$ cat config.mk
export PLATFORM = sky130hd
export DESIGN_NAME = srd_sqrt
export DESIGN_NICKNAME = d
export VERILOG_FILES = /design/src/rtl/srd_pkg.sv /design/src/rtl/srd_sqrt.sv
export SDC_FILE = /design/constraint.sdc
export NUM_CORES = 2
export LEC_CHECK = 0
export BUFFER_PORTS_ARGS = -buffer_cell sky130_fd_sc_hd__buf_2
export CAP_MARGIN = 40
export CORE_MARGIN = 2
export CORE_UTILIZATION = 45
export DETAILED_ROUTE_END_ITERATION = 8
export GPL_TIMING_DRIVEN = 1
export PLACE_DENSITY = 0.67
export SLEW_MARGIN = 20
export SYNTH_ARGS = -nofsm -noshare
export SYNTH_HDL_FRONTEND = slang
export SYNTH_SLANG_ARGS = --single-unit
$ cat constraint.sdc
create_clock -name clk -period 9.46 [get_ports clk]
set_clock_uncertainty 0.2 [all_clocks]
set_input_delay 0.946 -clock clk [delete_from_list [all_inputs] [get_ports clk]]
set_output_delay 0.946 -clock clk [all_outputs]
set_load 0.02 [all_outputs]
$ cat src/rtl/srd_pkg.sv
// Shared types and constants for the radial dead-zone stick block.
`timescale 1ns / 1ps
`default_nettype none

package srd_pkg;

    localparam int AXIS_W     = 16;
    localparam int PULL_W     = 8;
    localparam int PULL_OUT_W = 15;
    localparam int DZ_W       = 15;
    localparam int SQ_W       = 32;
    localparam int ROOT_W     = 16;
    localparam int PROD_W     = 30;
    localparam int DEN_W      = 31;
    localparam int IN_W       = 80;
    localparam int OUT_W      = 96;
    localparam int ADDR_W     = 4;
    localparam int DATA_W     = 32;

    localparam logic [DZ_W-1:0]   STICK_MAX = 15'd32767;
    localparam logic [PULL_W-1:0] PULL_MAX  = 8'd255;

    localparam logic [DZ_W-1:0]   LEFT_DZ_RESET  = 15'd7849;
    localparam logic [DZ_W-1:0]   RIGHT_DZ_RESET = 15'd8689;
    localparam logic [PULL_W-1:0] THRESH_RESET   = 8'd30;

    typedef enum logic [1:0] {
        REG_LEFT_DZ  = 2'd0,
        REG_RIGHT_DZ = 2'd1,
        REG_THRESH   = 2'd2,
        REG_NONE     = 2'd3
    } reg_index_t;

    // Data that rides alongside the root extraction.
    typedef struct packed {
        logic [3:0]              neg;
        logic [3:0][AXIS_W-1:0]  mag;
        logic [1:0][PULL_W-1:0]  pull;
    } side_t;

endpackage

`default_nettype wire

$ cat src/rtl/srd_sqrt.sv
// Pipelined integer square root, one result bit per stage, several lanes.
`timescale 1ns / 1ps
`default_nettype none

module srd_sqrt #(
    parameter int LANES  = 2,
    parameter int SIDE_W = 1
) (
    input  wire logic                                   clk,
    input  wire logic                                   rst_n,
    input  wire logic                                   adv,
    input  wire logic                                   in_valid,
    input  wire logic [LANES-1:0][srd_pkg::SQ_W-1:0]    in_sq,
    input  wire logic [SIDE_W-1:0]                      in_side,
    output logic                                        out_valid,
    output logic [LANES-1:0][srd_pkg::ROOT_W-1:0]       out_root,
    output logic [SIDE_W-1:0]                           out_side
);

    localparam int STAGES = srd_pkg::ROOT_W;
    localparam int SQ_W   = srd_pkg::SQ_W;

    logic [STAGES-1:0]              valid_reg;
    logic [LANES-1:0][SQ_W-1:0]     n_reg     [STAGES];
    logic [LANES-1:0][SQ_W-1:0]     root_reg  [STAGES];
    logic [SIDE_W-1:0]              side_reg  [STAGES];
    logic [LANES-1:0][SQ_W-1:0]     n_next    [STAGES];
    logic [LANES-1:0][SQ_W-1:0]     root_next [STAGES];

    genvar k, l;
    generate
        for (k = 0; k < STAGES; k++) begin : g_stage
            for (l = 0; l < LANES; l++) begin : g_lane
                logic [SQ_W-1:0] n_src;
                logic [SQ_W-1:0] root_src;
                logic [SQ_W-1:0] trial;
                if (k == 0) begin : g_first
                    assign n_src    = in_sq[l];
                    assign root_src = '0;
                end
                else begin : g_rest
                    assign n_src    = n_reg[k-1][l];
                    assign root_src = root_reg[k-1][l];
                end
                assign trial = root_src + (SQ_W'(1) << (SQ_W - 2 - 2 * k));
                always_comb
                begin
                    if (n_src >= trial)
                    begin
                        n_next[k][l]    = n_src - trial;
                        root_next[k][l] = (root_src >> 1) + (SQ_W'(1) << (SQ_W - 2 - 2 * k));
                    end
                    else
                    begin
                        n_next[k][l]    = n_src;
                        root_next[k][l] = root_src >> 1;
                    end
                end
            end

            always_ff @(posedge clk)
            begin
                if (adv)
                begin
                    n_reg[k]    <= n_next[k];
                    root_reg[k] <= root_next[k];
                    side_reg[k] <= (k == 0) ? in_side : side_reg[(k == 0) ? 0 : k-1];
                end
            end
        end
    endgenerate

    always_ff @(posedge clk or negedge rst_n)
    begin
        if (!rst_n)
            valid_reg <= '0;
        else if (adv)
            valid_reg <= {valid_reg[STAGES-2:0], in_valid};
    end

    always_comb
    begin
        for (int i = 0; i < LANES; i++)
            out_root[i] = root_reg[STAGES-1][i][srd_pkg::ROOT_W-1:0];
    end

    assign out_valid = valid_reg[STAGES-1];
    assign out_side  = side_reg[STAGES-1];

endmodule

`default_nettype wire

==> impl_metrics.py <==
metrics = {
    "critical_path": {
        "critPathLaunchType": "flop",
        "cp-end-kind": "flop",
        "cp.required_ns": 9.75,
        "critical_path_class": "reg -> reg",
        "arrival_ns": 4.01,
        "max_stage_delay_ns": 0.62,
        "critical_path.top_delay_family": "compound AO/OA/AOI/OAI gates",
        "crit_chain": "or4_1, nor4_1, o311ai_0, nor3_1, o211a_1, inv_1, o31a_1, a22o_1",
        "crit_buf_inv": 1,
        "critPathSlowestCell": "o211a_1",
        "critPathMaxFanout": 22,
    },
    "timing": {
        "setup_viol": 0,
        "fmax_mhz": 268.6,
        "rsz0062_at_grt": "no",
        "drv_slew": 0,
        "fin_hold_ws_ns": 0.1735,
        "finalCriticalPeriod_ns": 3.722,
        "slew_headroom_pct": 30.52,
        "timing.final.crit_share_pct": 39.35,
        "worst_slew_pin_slew_ns": 1.042,
        "fin_ws_ns": 5.738,
        "hold_violations": 0,
        "finalSetupTns_ns": 0,
    },
    "clocking": {
        "cts_resized": 0,
        "numCtsBuffers": 133,
        "ctsLongestPathBuffers": 3,
        "clkLatencyLatePin_ns": 0.75,
        "htreeDepth": 4,
        "cts-root-buf": "clkbuf_16",
        "cts.sinks": 1264,
        "clk_pin_slew_worst_paths_ns": 0.06,
        "cts_tree": "built",
    },
    "logic_synthesis": {
        "ys_types": 93,
        "synth-async-reset-ratio_pct": 1.266,
        "syn-cell-area_sq_um": 59040,
        "synth_top_family_by_area": "simple AND/OR/NAND/NOR gates",
        "synthAdderAreaFrac_pct": 6.358,
        "ys_seq_elements": 1264,
        "synth_edf_count": 1248,
        "ys_seq_area_share_pct": 64.15,
        "syn_avg_cell_area_sq_um": 13.07,
        "synthMuxAreaShare_pct": 0.8414,
        "syn_nets": 4887,
        "synth_xor_area_share_pct": 5.771,
        "synth_ff_type": "edfxtp_1",
        "ys_warn_count": 0,
        "synthSimpleGateAreaFrac_pct": 11.47,
        "synth-compound-area-share_pct": 8.589,
        "netlist_instances": 4518,
    },
    "routing": {
        "dr.pass1.iters": 5,
        "viasPerCell": 5.189,
        "drc": 0,
        "wl_per_cell_um": 14.89,
        "antenna_left": 0,
        "drt_first_iter_violations": 2011,
        "finalWirelength_um": 97760,
        "vias": 34070,
    },
    "floorplan": {
        "core_area_sq_um": 129800,
        "row_count": 132,
        "die_w_um": 366.2,
        "die_h_um": 366.2,
        "ios": 103,
        "initial_utilization_pct": 45.48,
        "dieArea_sq_um": 134100,
    },
    "layout": {
        "syn2layout_area_growth_pct": 11.67,
        "drive_above_1_share_pct": 8.252,
        "antenna_cells": 0,
        "nNetsFinal": 5086,
        "largest_reg_flops": 960,
    },
    "pwr": {
        "cellPowerDensity_nw_per_um2": 223.3,
        "power_leakage_nw": 24.65,
        "ir_worst_vdd_mv": 0.1652,
    },
    "place": {
        "portBuffers": 102,
        "dpl_worst_slack_ns": 5.176,
        "place_hpwl_um": 70020,
        "place_congestion": 0.8672,
    },
    "global_route": {
        "grt_pass1_vias": 34150,
        "grt-ovfl-total": 0,
        "grtUsageTotal_pct": 14.63,
        "grt_max_degree": 194,
        "antenna_found_initial": 0,
        "grt_pass1_wl_um": 163500,
    },
    "flow_run": {
        "cap_violations": 0,
    },
    "outcome": {
        "status": "completed",
    },
    "min_path": {
        "hold_class": "in -> reg",
    },
}
-- metal layers --
metal,GRT usage [%],vias to the layer above,share of wire (%)
li1,-,17340,-
met1,17.17,15880,43
met2,25.66,614,50
met3,2.563,234,3.6
met4,7.574,0,4.1
met5,0,-,0
-- stage by stage --
| stage | util (%) | cells | power (mW) | cell area [sq um] |
|---|---|---|---|---|
| floorplan | - | 4518 | 9.242 | 59040 |
| global placement | 47.51 | 6315 | 9.843 | 61680 |
| detailed placement | 47.57 | 6320 | 9.921 | 61750 |
| CTS | 50.77 | 6562 | 14.88 | 65900 |
| global route | 50.79 | 6565 | 15.48 | 65930 |
| finish | 50.79 | 6565 | 14.72 | 65930 |
-- power breakdown --
part	switching (mW)	internal [mW]	leakage, nW
Combinational	1.28	1.02	10.5
Sequential	0.454	7.06	12.1
Clock	2.11	2.79	2.02
-- layout make-up --
type | instances | area (sq um)
fill | 11060 | 63890
timing repair buffer | 133 | 854.6
multi-input combinational | 2824 | 19520
tap | 1742 | 2180
inverter | 361 | 1355
sequential | 1264 | 37880
clock inverter | 80 | 688.2
clock buffer | 161 | 3455
-- what timing repair did --
action	in CTS	in global routing
endpoints found under the hold margin	16	0
buffers inserted	0	0
hold buffers	1	0
-- placed cells by master, fill, tap and decap left out, drive strengths merged, types with 48 or more instances in the layout --
cell type / instances
a21o: 48
a21oi: 231
buf: 132
clkbuf: 161
clkinv: 62
edfxtp: 1248
ha: 300
inv: 369
nand2: 274
nand2b: 74
nand3: 55
nand4: 56
nor2: 251
nor2b: 50
nor3: 120
nor4: 143
nor4b: 48
o21a: 61
o21ai: 260
or3: 60
xnor2: 178
xor2: 211
-- worst paths after layout --
check	start	to	slack [ns]	cells after the start
max in group asynchronous	rst_n	valid_reg[0]	8.36	2
hold / removal	in_side	side_reg[0][0]	0.17	1
min in group asynchronous	rst_n	valid_reg[10]	0.45	2
setup / recovery	n_reg[1][314]	n_reg[1][370]	5.74	8
setup reg to reg	n_reg[1][314]	n_reg[1][370]	5.74	8
hold reg to reg	side_reg[1][1]	side_reg[1][2]	0.22	0
-- synth_stat cells, types with 59 or more instances --
master	number	area share, %
a21oi_1	231	2.0
edfxtp_1	1248	63
ha_1	300	6.4
inv_1	356	2.3
nand2_1	274	1.7
nand2b_1	74	0.78
nor2_1	251	1.6
nor3_1	119	1.0
nor4_1	142	1.5
o21a_1	61	0.78
o21ai_0	254	2.2
or3_1	59	0.63
xnor2_1	178	2.6
xor2_1	211	3.1
-- cells by family (layout without fill, tap and decap cells) --
group                    count (synthesis)  in the layout
AND/OR/NAND/NOR                       1270           1270
flip-flops                            1264           1264
AO/OA/AOI/OAI                          820            820
buffers and inverters                  430            735
XOR/XNOR                               389            389
adder cells (fa/ha/maj)                300            300
multiplexers                            45             45
No activity file was read; power rests on OpenSTA's default activity.
